===== src/design/dmm_pkg.sv =====
`default_nettype none

package dmm_pkg;

   localparam int IDX_IN_W  = 4;
   localparam int DIM_CFG_W = 5;
   localparam int VALUE_W   = 32;
   localparam int SUM_W     = 32;
   localparam int CSR_IDX_W = 2;

   localparam logic [DIM_CFG_W-1:0] DIM_RESET = 5'd16;

   localparam logic [CSR_IDX_W-1:0] CSR_ROWS_A    = 2'd0;
   localparam logic [CSR_IDX_W-1:0] CSR_INNER_LEN = 2'd1;
   localparam logic [CSR_IDX_W-1:0] CSR_COLS_B    = 2'd2;

   typedef enum logic [1:0] {
      CMD_WRITE_A = 2'd0,
      CMD_WRITE_B = 2'd1,
      CMD_COMPUTE = 2'd2
   } cmd_type;

   typedef enum logic [2:0] {
      ST_IDLE,
      ST_RUN,
      ST_WAIT_MUL,
      ST_WAIT_ACC,
      ST_DONE
   } state_type;

   typedef struct packed {
      cmd_type                    cmd;
      logic [IDX_IN_W-1:0]        row_idx;
      logic [IDX_IN_W-1:0]        col_idx;
      logic signed [VALUE_W-1:0]  elem_value;
   } req_type;

   typedef struct packed {
      logic signed [SUM_W-1:0] dot_sum;
      logic                    index_error;
   } rsp_type;

   typedef struct packed {
      logic [DIM_CFG_W-1:0] rows_a;
      logic [DIM_CFG_W-1:0] inner_len;
      logic [DIM_CFG_W-1:0] cols_b;
   } dims_type;

   typedef struct packed {
      logic we_a;
      logic we_b;
      logic issue;
      logic clear;
   } dp_ctl_type;

   typedef struct packed {
      logic load;
      logic index_error;
   } rsp_ctl_type;

endpackage

`default_nettype wire


===== src/design/dmm_mac.sv =====
`default_nettype none

module dmm_mac #(
   parameter int DATA_W = 32
) (
   input  wire                   clock,
   input  wire                   reset,
   input  dmm_pkg::dp_ctl_type   dp_ctl,
   input  wire  [DATA_W-1:0]     a_rd,
   input  wire  [DATA_W-1:0]     b_rd,
   output logic [DATA_W-1:0]     acc_ff
);

   logic                  rd_vld_ff;
   logic                  prod_vld_ff;
   logic [DATA_W-1:0]     prod_ff;
   logic [DATA_W-1:0]     prod_low;
   logic [DATA_W-1:0]     acc_in;

   // Only the low half of the product matters: everything wraps at DATA_W bits.
   assign prod_low = a_rd * b_rd;

   always_comb begin
      acc_in = acc_ff;
      if (dp_ctl.clear) begin
         acc_in = '0;
      end else if (prod_vld_ff) begin
         acc_in = acc_ff + prod_ff;
      end
   end

   always_ff @(posedge clock) begin
      if (reset) begin
         rd_vld_ff   <= 1'b0;
         prod_vld_ff <= 1'b0;
      end else begin
         rd_vld_ff   <= dp_ctl.issue;
         prod_vld_ff <= rd_vld_ff;
      end
   end

   always_ff @(posedge clock) begin
      if (rd_vld_ff) begin
         prod_ff <= prod_low;
      end
      acc_ff <= acc_in;
   end

endmodule

`default_nettype wire


===== config.mk =====
export PLATFORM = sky130hd
export DESIGN_NAME = dmm_mac
export DESIGN_NICKNAME = d
export VERILOG_FILES = /design/src/design/dmm_pkg.sv /design/src/design/dmm_mac.sv
export SDC_FILE = /design/constraint.sdc
export NUM_CORES = 1
export LEC_CHECK = 0
export BUFFER_PORTS_ARGS = -buffer_cell sky130_fd_sc_hd__buf_2
export CAP_MARGIN = 15
export CORE_ASPECT_RATIO = 1.75
export CORE_MARGIN = 2
export CORE_UTILIZATION = 28
export DETAILED_ROUTE_END_ITERATION = 7
export SYNTH_ARGS = -nofsm -noshare
export SYNTH_HDL_FRONTEND = slang
export SYNTH_SLANG_ARGS = --single-unit

===== constraint.sdc =====
create_clock -name clock -period 11 [get_ports clock]
set_input_delay 2.2 -clock clock [delete_from_list [all_inputs] [get_ports clock]]
set_output_delay 2.2 -clock clock [all_outputs]
set_load 0.05 [all_outputs]

==> impl_summary.txt <==
----------------------------------------------------
[Yosys]
  Synthesized area per cell ... around 9.2 sq um
  Proportion of synthesized chip area in sequential cells ... roughly 8.5%
  Netlist area before placement ... 19250 sq um
  Async set or reset register ratio after synthesis ... 0%
  Number of enable flip-flop cells after synthesis ... 32
  Post-synthesis net count ... around 2700
  Synthesized instance count ... 2100
  Most used flip-flop cell after synthesis ... sky130_fd_sc_hd__dfxtp_1
  Distinct cell type count after synthesis ... 56
  Warning count from the yosys run ... 0
  Post-synthesis register bit count ... between 60 and 70

[GRT]
  Global-route wire length before repair ... 83550 um
  GRT busiest layer ... met2
  GR met3 Demand/Resource ... 1.149%
  Via count of the first global-routing pass ... 15370
  Pin count of the biggest net entering global routing ... 40
  Antenna violations before repair ... 2
  Met2 Resource Use GR ... 31.10%
  Total overflow reported by the global router ... 0
  Global-route met1 utilization ... between 10% and 20%
  Total global-route track usage ... between 10% and 20%

[STA]
  Final-report setup violation count ... 0
  Final worst path period share ... between 80% and 90%
  Final-report max-slew violation count ... 0
  Hold Vio Cnt, Final ... 0
  Worst slew margin relative to its limit ... 53.35%
  Total Neg Setup Slack ... 0 ns
  RSZ-0062 raised after global routing ... no
  Fmax ... roughly 0.11 GHz
  Slew @ Worst Pin ... 0.6947 ns
  Post-layout minimum cycle time ... ~9.3 ns
  Final Skew ... 0.007501 ns

[Setup path]
  Required time of the worst setup path ... 11.08 ns
  Slowest cell delay on critical path ... 0.55 ns
  CP delay by family, top ... adder cells
  Critical path buffer and inverter count ... 6
  Setup CP Type ... input pin to register
  Cell repeated most along the worst path ... sky130_fd_sc_hd__fa_1
  Biggest fanout along the worst timing path ... 25
  Data arrival time at the worst-slack endpoint ... 9.39 ns
  CP startpoint kind ... input pin
  Setup crit end kind ... register
  Slowest stage cell on the critical path ... sky130_fd_sc_hd__fa_1

[Flow run]
  Max capacitance violation total ... 0

[Route]
  Average wire length per cell after detail routing ... approximately 18 um
  Overall routed net length ... about 53000 um
  Number of antenna-violating nets in the routed design ... 0
  Vias/cell ... 4.590
  Total vias in the final route ... between 10000 and 15000
  Initial DRC count ... 610
  DRC Markers ... 0
  Count of TritonRoute iterations in the first routing pass ... 5

[Floorplanning]
  Number of top-level pins ... 102
  Core area ... 68330 sq um
  Die boundary height ... 350.9 um
  Placement row count ... 127
  Initial cell density of the core ... 28.18%
  Die width ... 202.2 um
  Overall die area ... around 70000 sq um

[CTS]
  Number of hold buffers added after CTS ... 0
  Number of gates given a new drive strength after cts ... 0
  Sinks on the clock net ... between 60 and 70
  CTS tree ... built
  Post-CTS clock slew at the launch and capture registers of the worst setup and hold paths ... 0.06 ns
  Number of setup buffers added after CTS ... 0
  TritonCTS buffer count ... 9
  CTS root buffer ... sky130_fd_sc_hd__clkbuf_16
  H-tree Lvls ... 3
  Maximum clock insertion buffer count ... 2
  Worst-skew pair later-pin latency ... roughly 0.36 ns

[Cells and area]
  Number of fillers in the final layout ... between 7000 and 8000
  Share of post-route cells with drive strength above 1 ... 6.453%
  Signed area change from the synthesized netlist to the final layout ... 8.631%
  Net count reported at finish ... ~2800

[Placement]
  Port Buffers ... approximately 100
  Routability Congestion ... 0.8483
  Half-perimeter wire length after detailed placement ... 44510 um

[Outcome]
  Result of the run ... finished clean

[Worst hold path]
  Worst min-delay path class ... register to register

----------------------------------------------------
-- worst reg2reg max path, delay by kind of cell (launching register included) --
| family | cells | cell delay (ns) |
|---|---|---|
| fa+ha+maj | 2 | 0.59 |
| compound gates | 7 | 2.00 |
| xor+xnor | 1 | 0.10 |
| flops | 1 | 0.35 |
| buf+inv | 1 | 0.06 |
| simple gates | 2 | 0.26 |
-- synth_stat cells (all sizes together), types with 2 or more instances --
cell type    n  share of area [%]
a2111oi      2               0.19
a211o        3               0.14
a211oi       6               0.23
a21boi       4               0.18
a21o        25               0.97
a21oi       42                1.1
a221oi       2               0.12
a311oi       3               0.17
a31oi        9               0.29
and2       272                8.8
and3         3              0.097
and4         4               0.18
buf          2              0.039
clkbuf      99                1.9
dfxtp       34                3.5
edfxtp      32                5.0
fa         409                 43
ha         154                 10
inv        407                7.9
mux2i       20                1.0
nand2      285                5.6
nand2b      10               0.32
nand3       10               0.26
nand4        8               0.26
nor2        53                1.0
nor2b       11               0.36
nor3        11               0.29
o21a         8               0.31
o21ai       41                1.1
o21bai       3               0.12
o22ai        3              0.097
or3          2              0.065
xnor2       85                3.9
xor2        27                1.2
-- cell families after synthesis --
logic type / synth area share, %
simple gates: 17.35
fa+ha+maj: 52.54
buf+inv: 9.905
compound gates: 5.544
xor+xnor: 5.095
flops: 8.527
mux: 1.040
-- flip-flops by register name, indices dropped and copies added, names as in the netlist --
register	count
rd_vld_ff	1
prod_vld_ff	1
acc_ff	32
prod_ff	32
-- metal layers --
layer / vias to the layer above / wire length, um / part of all wire, %
li1: 6325 / - / -
met1: 7176 / 18400 / 35
met2: 289 / 30190 / 57
met3: 102 / 1283 / 2.4
met4: 2 / 3118 / 5.9
met5: - / 13 / 0.025
-- layout make-up --
type	count	area, sq um	share of cell area, %
repair buffers	108	563.0	2.692
inverters	407	1528	7.305
clock inverters	6	115.1	0.5504
well taps	903	1130	5.402
diodes	1	2.502	0.01197
multi-input cells	1526	15700	75.09
clock buffers	10	229.0	1.095
flip-flops and latches	66	1643	7.855
-- through the flow --
stage	cell area, sq um	worst slack (ns)	util (%)	hold slack (ns)	instances
floorplan	19250	2.211	-	0.5677	2100
global placement	20570	1.302	30.10	0.4852	3010
detailed placement	20570	1.301	30.10	0.4888	3010
CTS	20910	1.669	30.60	0.4983	3026
global route	20910	1.286	30.60	0.5203	3026
finish	20910	1.691	30.61	0.4884	3027
-- cell usage in the layout (no fill, tap or decap), drive strengths merged, types with 25 or more instances in the layout --
cell type,count
a21o,25
a21oi,42
and2,272
buf,108
dfxtp,34
edfxtp,32
fa,409
ha,154
inv,408
nand2,285
nor2,53
o21ai,41
xnor2,85
xor2,27
-- final timing paths --
kind | startpoint | end | slack (ns) | depth (start not counted)
max | b_rd[7] | prod_ff[31]$_DFFE_PP_ | 1.69 | 25
min | acc_ff[24]$_SDFFE_PP0P_ | acc_ff[24]$_SDFFE_PP0P_ | 0.49 | 2
max reg2reg | acc_ff[0]$_SDFFE_PP0P_ | acc_ff[30]$_SDFFE_PP0P_ | 7.57 | 13
min reg2reg | acc_ff[24]$_SDFFE_PP0P_ | acc_ff[24]$_SDFFE_PP0P_ | 0.49 | 2
Power is left out: the tool's default activity adds up to more than one toggle a clock period on the data nets, which glitch-free logic cannot reach.
