### src/design/dmm_pkg.sv
`default_nettype none

package dmm_pkg;

   localparam int IDX_IN_W  = 4;
   localparam int DIM_CFG_W = 5;
   localparam int VALUE_W   = 32;
   localparam int SUM_W     = 32;
   localparam int CSR_IDX_W = 2;

   localparam logic [DIM_CFG_W-1:0] DIM_RESET = 5'd16;

   localparam logic [CSR_IDX_W-1:0] CSR_ROWS_A    = 2'd0;
   localparam logic [CSR_IDX_W-1:0] CSR_INNER_LEN = 2'd1;
   localparam logic [CSR_IDX_W-1:0] CSR_COLS_B    = 2'd2;

   typedef enum logic [1:0] {
      CMD_WRITE_A = 2'd0,
      CMD_WRITE_B = 2'd1,
      CMD_COMPUTE = 2'd2
   } cmd_type;

   typedef enum logic [2:0] {
      ST_IDLE,
      ST_RUN,
      ST_WAIT_MUL,
      ST_WAIT_ACC,
      ST_DONE
   } state_type;

   typedef struct packed {
      cmd_type                    cmd;
      logic [IDX_IN_W-1:0]        row_idx;
      logic [IDX_IN_W-1:0]        col_idx;
      logic signed [VALUE_W-1:0]  elem_value;
   } req_type;

   typedef struct packed {
      logic signed [SUM_W-1:0] dot_sum;
      logic                    index_error;
   } rsp_type;

   typedef struct packed {
      logic [DIM_CFG_W-1:0] rows_a;
      logic [DIM_CFG_W-1:0] inner_len;
      logic [DIM_CFG_W-1:0] cols_b;
   } dims_type;

   typedef struct packed {
      logic we_a;
      logic we_b;
      logic issue;
      logic clear;
   } dp_ctl_type;

   typedef struct packed {
      logic load;
      logic index_error;
   } rsp_ctl_type;

endpackage

`default_nettype wire

### src/design/dmm_ctrl.sv
`default_nettype none

module dmm_ctrl #(
   parameter int MAX_DIM = 16
) (
   input  wire                          clock,
   input  wire                          reset,
   input  wire                          req_valid,
   input  dmm_pkg::req_type             req_data,
   output logic                         req_stall,
   input  dmm_pkg::dims_type            dims,
   input  wire                          rsp_free,
   output dmm_pkg::rsp_ctl_type         rsp_ctl,
   output dmm_pkg::dp_ctl_type          dp_ctl,
   output logic [2*$clog2(MAX_DIM)-1:0] wr_addr,
   output logic [2*$clog2(MAX_DIM)-1:0] rd_addr_a,
   output logic [2*$clog2(MAX_DIM)-1:0] rd_addr_b
);

   localparam int IDX_W = $clog2(MAX_DIM);
   localparam int DIM_W = $clog2(MAX_DIM + 1);
   localparam int CMP_W = (DIM_W > dmm_pkg::DIM_CFG_W) ? DIM_W : dmm_pkg::DIM_CFG_W;
   localparam logic [CMP_W-1:0] MAX_DIM_C = CMP_W'(MAX_DIM);

   dmm_pkg::state_type state_ff, state_in;
   logic [IDX_W-1:0]   k_ff, k_in;
   logic [IDX_W-1:0]   row_ff, col_ff;
   logic               err_ff;

   logic [CMP_W-1:0]   m_eff, kd_eff, n_eff;
   logic [CMP_W-1:0]   row_c, col_c;
   logic [IDX_W-1:0]   row_n, col_n;
   logic               accept;
   logic               err_in;
   logic               k_last;

   // Dimension registers above MAX_DIM saturate to it.
   always_comb begin
      m_eff  = (CMP_W'(dims.rows_a) > MAX_DIM_C) ? MAX_DIM_C : CMP_W'(dims.rows_a);
      kd_eff = (CMP_W'(dims.inner_len) > MAX_DIM_C) ? MAX_DIM_C : CMP_W'(dims.inner_len);
      n_eff  = (CMP_W'(dims.cols_b) > MAX_DIM_C) ? MAX_DIM_C : CMP_W'(dims.cols_b);
   end

   assign row_c    = CMP_W'(req_data.row_idx);
   assign col_c    = CMP_W'(req_data.col_idx);
   assign row_n    = IDX_W'(req_data.row_idx);
   assign col_n    = IDX_W'(req_data.col_idx);

   always_comb begin
      case (req_data.cmd)
         dmm_pkg::CMD_WRITE_A: err_in = !(row_c < m_eff && col_c < kd_eff);
         dmm_pkg::CMD_WRITE_B: err_in = !(row_c < kd_eff && col_c < n_eff);
         default:              err_in = !(row_c < m_eff && col_c < n_eff);
      endcase
   end

   assign req_stall = (state_ff != dmm_pkg::ST_IDLE);
   assign accept    = req_valid && !req_stall;
   assign k_last    = ((CMP_W'(k_ff) + CMP_W'(1)) == kd_eff);

   assign wr_addr   = {row_n, col_n};
   assign rd_addr_a = {row_ff, k_ff};
   assign rd_addr_b = {k_ff, col_ff};

   always_comb begin
      state_in            = state_ff;
      k_in                = k_ff;
      dp_ctl              = '0;
      rsp_ctl.load        = 1'b0;
      rsp_ctl.index_error = err_ff;
      unique case (state_ff)
         dmm_pkg::ST_IDLE: begin
            k_in = '0;
            if (accept) begin
               dp_ctl.clear = 1'b1;
               unique case (req_data.cmd)
                  dmm_pkg::CMD_WRITE_A: begin
                     dp_ctl.we_a = !err_in;
                     state_in    = dmm_pkg::ST_DONE;
                  end
                  dmm_pkg::CMD_WRITE_B: begin
                     dp_ctl.we_b = !err_in;
                     state_in    = dmm_pkg::ST_DONE;
                  end
                  dmm_pkg::CMD_COMPUTE: begin
                     // An error or an empty inner dimension leaves the cleared sum.
                     if (err_in || kd_eff == '0) begin
                        state_in = dmm_pkg::ST_DONE;
                     end else begin
                        state_in = dmm_pkg::ST_RUN;
                     end
                  end
                  default: begin
                     state_in = dmm_pkg::ST_IDLE;
                  end
               endcase
            end
         end
         dmm_pkg::ST_RUN: begin
            dp_ctl.issue = 1'b1;
            k_in         = k_ff + IDX_W'(1);
            if (k_last) begin
               state_in = dmm_pkg::ST_WAIT_MUL;
            end
         end
         dmm_pkg::ST_WAIT_MUL: begin
            state_in = dmm_pkg::ST_WAIT_ACC;
         end
         dmm_pkg::ST_WAIT_ACC: begin
            state_in = dmm_pkg::ST_DONE;
         end
         dmm_pkg::ST_DONE: begin
            if (rsp_free) begin
               rsp_ctl.load = 1'b1;
               state_in     = dmm_pkg::ST_IDLE;
            end
         end
         default: begin
            state_in = dmm_pkg::ST_IDLE;
         end
      endcase
   end

   always_ff @(posedge clock) begin
      if (reset) begin
         state_ff <= dmm_pkg::ST_IDLE;
         k_ff     <= '0;
      end else begin
         state_ff <= state_in;
         k_ff     <= k_in;
      end
   end

   always_ff @(posedge clock) begin
      if (accept) begin
         row_ff <= row_n;
         col_ff <= col_n;
         err_ff <= err_in;
      end
   end

endmodule

`default_nettype wire

### config.mk
export PLATFORM = sky130hd
export DESIGN_NAME = dmm_ctrl
export DESIGN_NICKNAME = d
export VERILOG_FILES = /design/src/design/dmm_pkg.sv /design/src/design/dmm_ctrl.sv
export SDC_FILE = /design/constraint.sdc
export NUM_CORES = 1
export LEC_CHECK = 0
export ABC_AREA = 0
export BUFFER_PORTS_ARGS = -buffer_cell sky130_fd_sc_hd__buf_2
export CORE_MARGIN = 4
export CORE_UTILIZATION = 46
export CTS_CLUSTER_SIZE = 24
export DETAILED_ROUTE_END_ITERATION = 8
export GPL_TIMING_DRIVEN = 0
export MAX_ROUTING_LAYER = met4
export PLACE_DENSITY = 0.86
export SLEW_MARGIN = 20
export SYNTH_ARGS = -nofsm -noshare
export SYNTH_HDL_FRONTEND = slang
export SYNTH_SLANG_ARGS = --single-unit
### constraint.sdc
create_clock -name clock -period 3.45 [get_ports clock]
set_input_delay 0.1725 -clock clock [delete_from_list [all_inputs] [get_ports clock]]
set_output_delay 0.1725 -clock clock [all_outputs]
set_load 0.01 [all_outputs]
==> results_tabular.tex, run 1 <==
\begin{tabular}{lr}
\hline
Metric & Value \\
\hline
\multicolumn{2}{l}{\textbf{Status}} \\
\quad Result of the run & complete, no violations \\
\multicolumn{2}{l}{\textbf{Yosys}} \\
\quad Flip-flop cell with the highest count after synthesis & sky130\_fd\_sc\_hd\_\_edfxtp\_1 \\
\quad Sequential element share of the synthesized area & 28.4\% \\
\quad Average instance area after synthesis & 9.14 um\^{}2 \\
\quad Synth Net Count & 232 \\
\quad Post-synth cell types & 49 \\
\quad EDFF count, synth & 9 \\
\quad Syn Inst Count & 158 \\
\quad Post-synth design cell area & between 1000 and 1500 um\^{}2 \\
\quad Asr flop ratio synth & 0\% \\
\quad Yosys warns & 0 \\
\quad Register bit total from synthesis & 16 \\
\multicolumn{2}{l}{\textbf{Routing}} \\
\quad Vias after detailed routing & 1386 \\
\quad 1st-iter DRT viols & 43 \\
\quad Number of vias per cell & 5.23 \\
\quad Routed Antenna Nets & 0 \\
\quad Average wire length per cell after detail routing & 12.8 um \\
\quad Final wirelength & roughly 3400 um \\
\quad Number of iterations in the first detailed-routing pass & 4 \\
\quad Drt drc & 0 \\
\multicolumn{2}{l}{\textbf{Placed design}} \\
\quad Placed wire-length estimate & 2840 um \\
\quad Port Buffer Count & 59 \\
\quad Final weighted congestion of routability-driven global placement & around 0.80 \\
\multicolumn{2}{l}{\textbf{GRT}} \\
\quad Wire length of the first global-routing pass & 5760 um \\
\quad Via count of the first global-routing pass & 1325 \\
\quad GRT Total Usage & 17.9\% \\
\quad Overflow left after global routing & 0 \\
\quad Initial antenna violation count & 0 \\
\quad Maximum number of pins on one net before global-route repair & 11 \\
\multicolumn{2}{l}{\textbf{Timing}} \\
\quad Final Hold Fails & 0 \\
\quad Number of max-slew violations in the final report & 0 \\
\quad Actual transition at the worst max-transition pin & 0.386 ns \\
\quad Clock Skew & 0.00165 ns \\
\quad Relative slew margins & 74.3\% \\
\quad WHS & approximately 0.093 ns \\
\quad Setup tns final & 0 ns \\
\quad Share of the clock period used by the worst path after layout & 68.3\% \\
\quad Final number of setup-violating endpoints & 0 \\
\quad Unrepaired setup endpoints after global routing & false \\
\quad Post-layout minimum cycle time & between 2 and 2.5 ns \\
\quad Fmax & approximately 420 MHz \\
\multicolumn{2}{l}{\textbf{Floorplan}} \\
\quad Number of ports placed on the die boundary & 92 \\
\quad Floorplan die area & $\sim$4100 um\^{}2 \\
\quad Horizontal die dimension & about 64 um \\
\quad Area of the core & 3030 um\^{}2 \\
\quad Rows & 20 \\
\quad Die height & 64.0 um \\
\quad Starting utilization of the core area & 47.7\% \\
\multicolumn{2}{l}{\textbf{CTS}} \\
\quad CTS root buf & sky130\_fd\_sc\_hd\_\_clkbuf\_4 \\
\quad Clock slew at the register clock pins of the worst setup and hold paths & 0.10 ns \\
\quad Clock network latency to the later pin of the worst-skew pair & 0.30 ns \\
\quad Clk sink count & 16 \\
\quad Number of buffers created by CTS & 3 \\
\quad CTS tree & yes \\
\quad Hold-fix buffers, CTS & 0 \\
\quad H-tree depth reported by CTS & 1 \\
\quad Maximum clock path buffer count & 2 \\
\quad Number of setup buffers added after CTS & 0 \\
\quad Number of instances resized during post-cts repair & 0 \\
\multicolumn{2}{l}{\textbf{Cells and area}} \\
\quad Most common library cell in the layout ignoring fill and taps & sky130\_fd\_sc\_hd\_\_buf\_2 \\
\quad N\_diodes & 0 \\
\quad Area used by sequential logic in the layout & 410 um\^{}2 \\
\quad Layout fillers & 283 \\
\quad Multi-input combinational cell area & 882 um\^{}2 \\
\quad Leading cell types in the layout, fill and taps excluded & 63 x sky130\_fd\_sc\_hd\_\_buf\_2, 16 x sky130\_fd\_sc\_hd\_\_nand2b\_1, 14 x sky130\_fd\_sc\_hd\_\_buf\_4 \\
\quad Layout overhead on the synthesized area & 26.1\% \\
\quad Share of layout cells above drive strength 1 & 41.2\% \\
\quad Net count of the finished layout & just under 300 \\
\multicolumn{2}{l}{\textbf{Worst setup path}} \\
\quad RR Startpoint & k\_ff[0] \\
\quad Worst Setup Start Kind & primary input \\
\quad Worst setup slack for register-to-register paths & 1.18 ns \\
\quad Worst Reg-to-Reg Cells & 8 \\
\quad Critical path peak fanout & 10 \\
\quad Classification of the worst setup path & primary input to primary output \\
\quad Critical path destination & dp\_ctl[2] \\
\quad Launching element of the worst setup path & dims[9] \\
\quad Worst flop-to-flop path endpoint & state\_ff[2] \\
\quad CP endpoint kind & primary output \\
\quad Data arrival time of the worst path & 2.18 ns \\
\quad Data required, critical path & 3.28 ns \\
\multicolumn{2}{l}{\textbf{Hold path}} \\
\quad Beginning of the worst hold path & req\_data[32] \\
\quad Worst hold-check path type & primary input to register \\
\multicolumn{2}{l}{\textbf{Run}} \\
\quad Maxcap violations & 0 \\
\multicolumn{2}{l}{\textbf{Power and ir drop}} \\
\quad Total power per unit cell area & 279 nW/um\^{}2 \\
\quad Maximum resistive drop on vdd & 0.000132 V \\
\quad Cell leakage power & 0.854 nW \\
\hline
\end{tabular}
[through the flow]
stage          std cells  power [mW]  setup WS [ns]  area [um^2]  utilization [%]
2_1_floorplan        158       0.335           1.35         1440                -
3_3_place_gp         261       0.395           1.05         1790             59.3
3_5_place_dp         261       0.402           1.11         1790             59.3
4_1_cts              265       0.508           1.09         1820             60.1
5_1_grt              265       0.534          0.911         1820             60.1
6_report             265       0.509           1.09         1820             60.1
[cell type report]
class | instances | area share [%]
buffer | 19 | 7.49
multi-input combinational | 119 | 48.5
timing repair buffer | 59 | 16.2
clock buffer | 4 | 1.44
inverter | 4 | 0.825
sequential | 16 | 22.5
tap | 44 | 3.02
[synthesized netlist by cell type (4+ instances only)]
cell                        n  share of area, %
sky130_fd_sc_hd__inv_1      4               1.0
sky130_fd_sc_hd__ha_1      13                11
sky130_fd_sc_hd__nand2b_1  16               6.9
sky130_fd_sc_hd__a21oi_1    8               2.8
sky130_fd_sc_hd__dfxtp_1    7               9.7
sky130_fd_sc_hd__edfxtp_1   9                19
sky130_fd_sc_hd__nor3b_1    5               2.6
sky130_fd_sc_hd__nand2_1    8               2.1
sky130_fd_sc_hd__buf_2      4               1.4
sky130_fd_sc_hd__nor2b_1    7               3.0
sky130_fd_sc_hd__buf_4     14               7.3
sky130_fd_sc_hd__nor2_1    12               3.1
[where the power goes]
part           internal [mW]  switching, mW
logic                 0.0782         0.0925
registers              0.218        0.00796
clock network         0.0451         0.0669
total                  0.341          0.167
[routing by layer]
| layer | vias to the layer above | global-route usage (%) | share of wire (%) |
|---|---|---|---|
| met5 | - | - | 0 |
| met4 | 0 | 7.01 | 1.6 |
| met3 | 5 | 1.93 | 6.9 |
| met2 | 52 | 29.5 | 48 |
| met1 | 639 | 22.3 | 43 |
| li1 | 690 | - | - |
[worst min-delay path by stage]
stage,cells past startpoint,slack (ns),endpoint
final,1,0.09,col_ff[0]
after floorplan,1,0.24,state_ff[2]
after global routing,1,0.10,row_ff[3]
after global placement,1,0.40,row_ff[0]
after detailed placement,1,0.41,col_ff[0]
after CTS,1,0.1,col_ff[0]
[cell families after synthesis]
group	after synthesis	share of synthesized area, %
buffers and inverters	23	10.5
flip-flops	16	28.4
adder cells (fa/ha/maj)	13	11.3
XOR/XNOR	5	3.03
AND/OR/NAND/NOR	64	25.7
AO/OA/AOI/OAI	37	21.1
[state kept, by name, indices dropped and copies added, names as in the netlist]
register and flops:
row_ff 4, err_ff 1, col_ff 4, k_ff 4, state_ff 3
[critical path: stages]
cell and delay, ns:
sky130_fd_sc_hd__buf_2 0.13, sky130_fd_sc_hd__buf_2 0.18, sky130_fd_sc_hd__nand2b_1 0.20, sky130_fd_sc_hd__ha_1 0.30, sky130_fd_sc_hd__a21o_1 0.16, sky130_fd_sc_hd__a21oi_1 0.13, sky130_fd_sc_hd__o221ai_1 0.15, sky130_fd_sc_hd__a22o_1 0.24
sky130_fd_sc_hd__o21a_1 0.15, sky130_fd_sc_hd__nor3b_1 0.21, sky130_fd_sc_hd__buf_2 0.17
(Power assumes the default switching activity.)
==> run 2: changes to the inputs <==
- CORE_UTILIZATION: 46 -> 39
- PLACE_DENSITY: 0.86 -> 0.77
- clock period: 3.45 -> 1.94 ns (I/O delays scaled with it)
==> results_tabular.tex, run 2 (synthesis gave the netlist of run 1 again) <==
\begin{tabular}{lr}
\hline
Metric & Value \\
\hline
\multicolumn{2}{l}{\textbf{Worst setup path}} \\
\quad Launching element of the worst setup path & dims[9] \\
\quad Critical path peak fanout & 10 \\
\quad Data arrival time of the worst path & roughly 2.0 ns \\
\quad Data required, critical path & 1.84 ns \\
\quad Worst Setup Start Kind & primary input \\
\quad Worst setup slack for register-to-register paths & -0.03 ns \\
\quad RR Startpoint & k\_ff[1] \\
\quad CP endpoint kind & primary output \\
\quad Classification of the worst setup path & primary input to primary output \\
\multicolumn{2}{l}{\textbf{Cells and area}} \\
\quad Most common library cell in the layout ignoring fill and taps & sky130\_fd\_sc\_hd\_\_buf\_2 \\
\quad N\_diodes & 0 \\
\quad Final core utilization & a little under three fifths \\
\quad Layout overhead on the synthesized area & 34.3\% \\
\quad Share of layout cells above drive strength 1 & between 40\% and 50\% \\
\quad Leading cell types in the layout, fill and taps excluded & 62 x sky130\_fd\_sc\_hd\_\_buf\_2, 23 x sky130\_fd\_sc\_hd\_\_buf\_4, 15 x sky130\_fd\_sc\_hd\_\_nand2b\_1 \\
\quad Biggest regs & col\_ff x4, k\_ff x4, row\_ff x4 \\
\quad Number of standard cells in the layout, taps in and fillers out & approximately 270 \\
\quad Layout fillers & approximately 320 \\
\quad Net count of the finished layout & 303 \\
\multicolumn{2}{l}{\textbf{Routing}} \\
\quad Final wirelength & 3430 um \\
\quad Drt drc & 0 \\
\quad 1st-iter DRT viols & 87 \\
\quad Number of iterations in the first detailed-routing pass & 4 \\
\quad Routed Antenna Nets & 0 \\
\quad Vias after detailed routing & roughly 1400 \\
\quad Number of vias per cell & 4.93 \\
\quad Average wire length per cell after detail routing & 12.5 um \\
\multicolumn{2}{l}{\textbf{Timing}} \\
\quad Final Hold Fails & 0 \\
\quad Clock Skew & 0.00478 ns \\
\quad Actual transition at the worst max-transition pin & 0.401 ns \\
\quad Post-layout minimum cycle time & approximately 2.1 ns \\
\quad Fmax & about 480 MHz \\
\quad Number of max-slew violations in the final report & 0 \\
\quad Unrepaired setup endpoints after global routing & true \\
\quad Least setup slack across all paths after layout & -0.151 ns \\
\quad Setup tns final & -0.189 ns \\
\quad Share of the clock period used by the worst path after layout & 108\% \\
\quad Final number of setup-violating endpoints & 3 \\
\quad Relative slew margins & 73.2\% \\
\multicolumn{2}{l}{\textbf{Placed design}} \\
\quad Placed wire-length estimate & 2660 um \\
\quad Total instance count after detailed placement & 263 \\
\quad Final weighted congestion of routability-driven global placement & 0.816 \\
\quad Worst slack after detailed placement & -0.228 ns \\
\quad Port Buffer Count & 59 \\
\multicolumn{2}{l}{\textbf{GRT}} \\
\quad Wire length of the first global-routing pass & 5870 um \\
\quad Initial antenna violation count & 0 \\
\quad GRT Total Usage & 16.6\% \\
\quad Overflow left after global routing & 0 \\
\quad Via count of the first global-routing pass & 1305 \\
\quad Maximum number of pins on one net before global-route repair & 11 \\
\multicolumn{2}{l}{\textbf{Floorplan}} \\
\quad Starting utilization of the core area & 41.9\% \\
\quad Horizontal die dimension & 68.8 um \\
\quad Floorplan die area & 4740 um\^{}2 \\
\quad Rows & 21 \\
\quad Number of ports placed on the die boundary & between 90 and 100 \\
\quad Area of the core & 3440 um\^{}2 \\
\quad Die height & $\sim$70 um \\
\multicolumn{2}{l}{\textbf{CTS}} \\
\quad H-tree depth reported by CTS & 1 \\
\quad Hold-fix buffers, CTS & 0 \\
\quad Clk sink count & 16 \\
\quad CTS root buf & sky130\_fd\_sc\_hd\_\_clkbuf\_8 \\
\quad Number of buffers created by CTS & 3 \\
\quad Clock slew at the register clock pins of the worst setup and hold paths & 0.06 ns \\
\quad Maximum clock path buffer count & 2 \\
\quad CTS tree & yes \\
\quad Clock network latency to the later pin of the worst-skew pair & 0.25 ns \\
\multicolumn{2}{l}{\textbf{Power and ir drop}} \\
\quad Maximum resistive drop on vdd & 0.000187 V \\
\quad Total power per unit cell area & $\sim$500 nW/um\^{}2 \\
\quad Cell leakage power & roughly 0.9 nW \\
\multicolumn{2}{l}{\textbf{Hold path}} \\
\quad Beginning of the worst hold path & req\_data[36] \\
\quad Worst hold-check path type & primary input to register \\
\multicolumn{2}{l}{\textbf{Status}} \\
\quad Failing checks & setup timing \\
\quad Result of the run & finished, violations left \\
\multicolumn{2}{l}{\textbf{Run}} \\
\quad Maxcap violations & 0 \\
\hline
\end{tabular}
==> run 2: final timing paths <==
| path | to | cells past startpoint |
|---|---|---|
| worst max-delay path | dp_ctl[2] | 11 |
| worst min register to register | state_ff[1] | 1 |
| worst min-delay path | row_ff[0] | 1 |
| worst max register to register | state_ff[2] | 7 |
==> run 2: timing repair <==
action,CTS,global route
setup buffers,6,2
resized for setup,8,3
pin swaps,3,2
endpoints found under the setup margin,5,5
==> run 2: worst max-delay path, cell delays in order <==
cell                       delay [ns]
sky130_fd_sc_hd__buf_2           0.13
sky130_fd_sc_hd__buf_4           0.17
sky130_fd_sc_hd__nand2b_4        0.15
sky130_fd_sc_hd__ha_1            0.28
sky130_fd_sc_hd__a21o_1          0.16
sky130_fd_sc_hd__a21oi_1         0.15
sky130_fd_sc_hd__o221ai_1        0.15
sky130_fd_sc_hd__a22o_1          0.22
sky130_fd_sc_hd__o21a_1          0.15
sky130_fd_sc_hd__nor3b_2         0.19
sky130_fd_sc_hd__buf_2           0.16
==> run 2: layer usage <==
layer | vias to the layer above | wire length (um) | track usage, %
met3 | 5 | 168 | 1.94
met1 | 601 | 1620 | 23.2
li1 | 708 | - | -
met2 | 36 | 1590 | 25.6
met5 | - | 0 | -
met4 | 0 | 51 | 4.38
==> run 2: cell type report <==
type / count / area (um^2) / area share [%]
plain buffers: 18 / 128 / 6.58
clock buffers: 4 / 45.0 / 2.32
inverters: 4 / 15.0 / 0.774
multi-input cells: 119 / 921 / 47.5
flip-flops and latches: 16 / 418 / 21.5
well taps: 46 / 57.6 / 2.97
repair buffers: 67 / 355 / 18.3
==> run 2: through the flow <==
| stage | area (um^2) | power, mW | hold WS [ns] |
|---|---|---|---|
| 2_1_floorplan | 1450 | 0.596 | 0.162 |
| 3_3_place_gp | 1800 | 0.706 | 0.327 |
| 3_5_place_dp | 1800 | 0.712 | 0.331 |
| 4_1_cts | 1920 | 0.981 | 0.0722 |
| 5_1_grt | 1940 | 1.06 | 0.0678 |
| 6_report | 1940 | 0.987 | 0.0760 |
==> run 2: where the power goes <==
group / switching [mW] / leakage, nW / total [mW] / internal (mW)
combinational: 0.169 / 0.736 / 0.322 / 0.153
sequential: 0.0128 / 0.144 / 0.399 / 0.386
clock: 0.120 / 0.0228 / 0.266 / 0.146
==> run 3: changes to the inputs <==
- SKIP_CTS_REPAIR_TIMING: unset -> 1
==> results_tabular.tex, run 3 (synthesis gave the netlist of run 1 again) <==
\begin{tabular}{lr}
\hline
Metric & Value \\
\hline
\multicolumn{2}{l}{\textbf{Status}} \\
\quad Result of the run & finished, violations left \\
\quad Failing checks & setup timing \\
\multicolumn{2}{l}{\textbf{Routing}} \\
\quad Number of vias per cell & 4.95 \\
\quad Drt drc & 0 \\
\quad Vias after detailed routing & 1415 \\
\quad 1st-iter DRT viols & 87 \\
\quad Final wirelength & 3640 um \\
\quad Number of iterations in the first detailed-routing pass & 5 \\
\quad Average wire length per cell after detail routing & 12.7 um \\
\quad Routed Antenna Nets & 0 \\
\multicolumn{2}{l}{\textbf{Placed design}} \\
\quad Port Buffer Count & 59 \\
\quad Total instance count after detailed placement & 263 \\
\quad Worst slack after detailed placement & -0.228 ns \\
\quad Placed wire-length estimate & 2660 um \\
\quad Final weighted congestion of routability-driven global placement & 0.816 \\
\quad Cell area after placement & 1800 um\^{}2 \\
\multicolumn{2}{l}{\textbf{Worst setup path}} \\
\quad RR Startpoint & k\_ff[0] \\
\quad Data arrival time of the worst path & 2.34 ns \\
\quad Number of stages on the worst setup path & 8 \\
\quad Launching element of the worst setup path & k\_ff[0] \\
\quad Peak per-stage delay on the critical path & 0.48 ns \\
\quad Worst setup slack for register-to-register paths & -0.28 ns \\
\quad Worst flop-to-flop path endpoint & state\_ff[2] \\
\quad CP endpoint kind & register \\
\quad Critical path destination & state\_ff[2] \\
\quad Worst Path Buf+Inv & 1 \\
\quad Family with the most delay on the worst path & compound AO/OA/AOI/OAI gates \\
\quad Classification of the worst setup path & register to register \\
\quad Worst Setup Start Kind & register \\
\quad Worst Reg-to-Reg Cells & 8 \\
\quad Data required, critical path & 2.06 ns \\
\quad Cells along the critical path & ha\_4 -> buf\_6 -> xor2\_1 -> o32a\_1 -> a2111oi\_4 -> a31oi\_4 -> a211oi\_2 -> a311oi\_2 \\
\quad Cell with the biggest individual delay on the critical path & sky130\_fd\_sc\_hd\_\_a2111oi\_4 \\
\quad Critical path peak fanout & 5 \\
\multicolumn{2}{l}{\textbf{Cells and area}} \\
\quad Layout fillers & 316 \\
\quad Net count of the finished layout & around 320 \\
\quad Most common library cell in the layout ignoring fill and taps & sky130\_fd\_sc\_hd\_\_buf\_2 \\
\quad Share of layout cells above drive strength 1 & 47.9\% \\
\quad Leading cell types in the layout, fill and taps excluded & 64 x sky130\_fd\_sc\_hd\_\_buf\_2, 32 x sky130\_fd\_sc\_hd\_\_buf\_4, 16 x sky130\_fd\_sc\_hd\_\_nand2b\_1 \\
\quad Layout overhead on the synthesized area & 39.9\% \\
\quad Biggest regs & col\_ff x4, k\_ff x4, row\_ff x4 \\
\quad N\_diodes & 0 \\
\quad Final Instance Area & 2020 um\^{}2 \\
\quad Number of standard cells in the layout, taps in and fillers out & between 200 and 300 \\
\multicolumn{2}{l}{\textbf{Run}} \\
\quad Maxcap violations & 0 \\
\multicolumn{2}{l}{\textbf{GRT}} \\
\quad Overflow left after global routing & 0 \\
\quad Maximum number of pins on one net before global-route repair & 11 \\
\quad Via count of the first global-routing pass & 1269 \\
\quad Initial antenna violation count & 0 \\
\quad GRT Total Usage & 16.4\% \\
\quad Wire length of the first global-routing pass & 5760 um \\
\multicolumn{2}{l}{\textbf{Timing}} \\
\quad Final Hold Fails & 0 \\
\quad Least setup slack across all paths after layout & -0.279 ns \\
\quad Unrepaired setup endpoints after global routing & true \\
\quad Relative slew margins & 73.3\% \\
\quad Clock Skew & around 0.0032 ns \\
\quad Number of max-slew violations in the final report & 0 \\
\quad Final number of setup-violating endpoints & 4 \\
\quad Post-layout minimum cycle time & roughly 2.2 ns \\
\quad Actual transition at the worst max-transition pin & 0.401 ns \\
\quad Fmax & 451 MHz \\
\quad Share of the clock period used by the worst path after layout & 114\% \\
\multicolumn{2}{l}{\textbf{Power and ir drop}} \\
\quad Total power per unit cell area & 502 nW/um\^{}2 \\
\quad Post-route total power & 1.01 mW \\
\quad Cell leakage power & 0.954 nW \\
\quad Maximum resistive drop on vdd & around 0.00019 V \\
\multicolumn{2}{l}{\textbf{Floorplan}} \\
\quad Starting utilization of the core area & 41.9\% \\
\quad Area of the core & 3440 um\^{}2 \\
\quad Horizontal die dimension & between 60 and 70 um \\
\quad Floorplan die area & between 4000 and 5000 um\^{}2 \\
\quad Number of ports placed on the die boundary & between 90 and 100 \\
\quad Die height & 68.8 um \\
\quad Rows & 21 \\
\multicolumn{2}{l}{\textbf{Hold path}} \\
\quad Worst hold-check path type & primary input to register \\
\multicolumn{2}{l}{\textbf{CTS}} \\
\quad Number of buffers created by CTS & 3 \\
\quad Clock network latency to the later pin of the worst-skew pair & 0.25 ns \\
\quad H-tree depth reported by CTS & 1 \\
\quad CTS root buf & sky130\_fd\_sc\_hd\_\_clkbuf\_8 \\
\quad CTS tree & yes \\
\quad Clock slew at the register clock pins of the worst setup and hold paths & 0.07 ns \\
\quad Clk sink count & 16 \\
\quad Maximum clock path buffer count & 2 \\
\hline
\end{tabular}
[run 3: cell count changes in the layout (fill, tap and decap cells not counted), sizes merged]
| cell | before | now |
|---|---|---|
| buf | 85 | 97 |
| clkinvlp | 0 | 1 |
| inv | 4 | 3 |
[run 3: where the power goes]
part	switching (mW)	leakage, nW	internal (mW)	total, mW
Clock	0.118	0.0228	0.146	0.264
Combinational	0.178	0.787	0.174	0.351
Sequential	0.0133	0.144	0.386	0.399
Total	0.309	0.954	0.705	1.01
[run 3: layer usage]
layer	global-route usage (%)	share of wire, %
met5	-	0
met3	1.94	6.3
met1	22.9	47
met4	4.38	1.4
met2	25.1	46
[run 3: how the worst min path moves through the flow]
stage                            start         to  depth (start not counted)
final                     req_data[39]  row_ff[3]                          1
after global routing      req_data[36]  row_ff[0]                          1
after CTS                 req_data[36]  row_ff[0]                          1
after detailed placement  req_data[36]  row_ff[0]                          1
after global placement    req_data[36]  row_ff[0]                          1
after floorplan                  reset    k_ff[0]                          1
[run 3: layout make-up]
class / count / area, um^2 / area share [%]
plain buffers: 19 / 136 / 6.75
clock buffers: 4 / 45.0 / 2.23
inverters: 4 / 18.8 / 0.929
multi-input cells: 119 / 908 / 45.0
flip-flops and latches: 16 / 418 / 20.7
well taps: 46 / 57.6 / 2.85
repair buffers: 78 / 435 / 21.6
[run 3: stage by stage]
step	hold slack, ns	setup TNS [ns]	utilization (%)
after floorplan	0.162	-0.0508	-
after global placement	0.327	-0.646	52.2
after detailed placement	0.331	-0.662	52.2
after CTS	0.0722	-0.727	53.5
after global routing	0.0674	-1.25	58.7
final	0.0748	-0.852	58.7
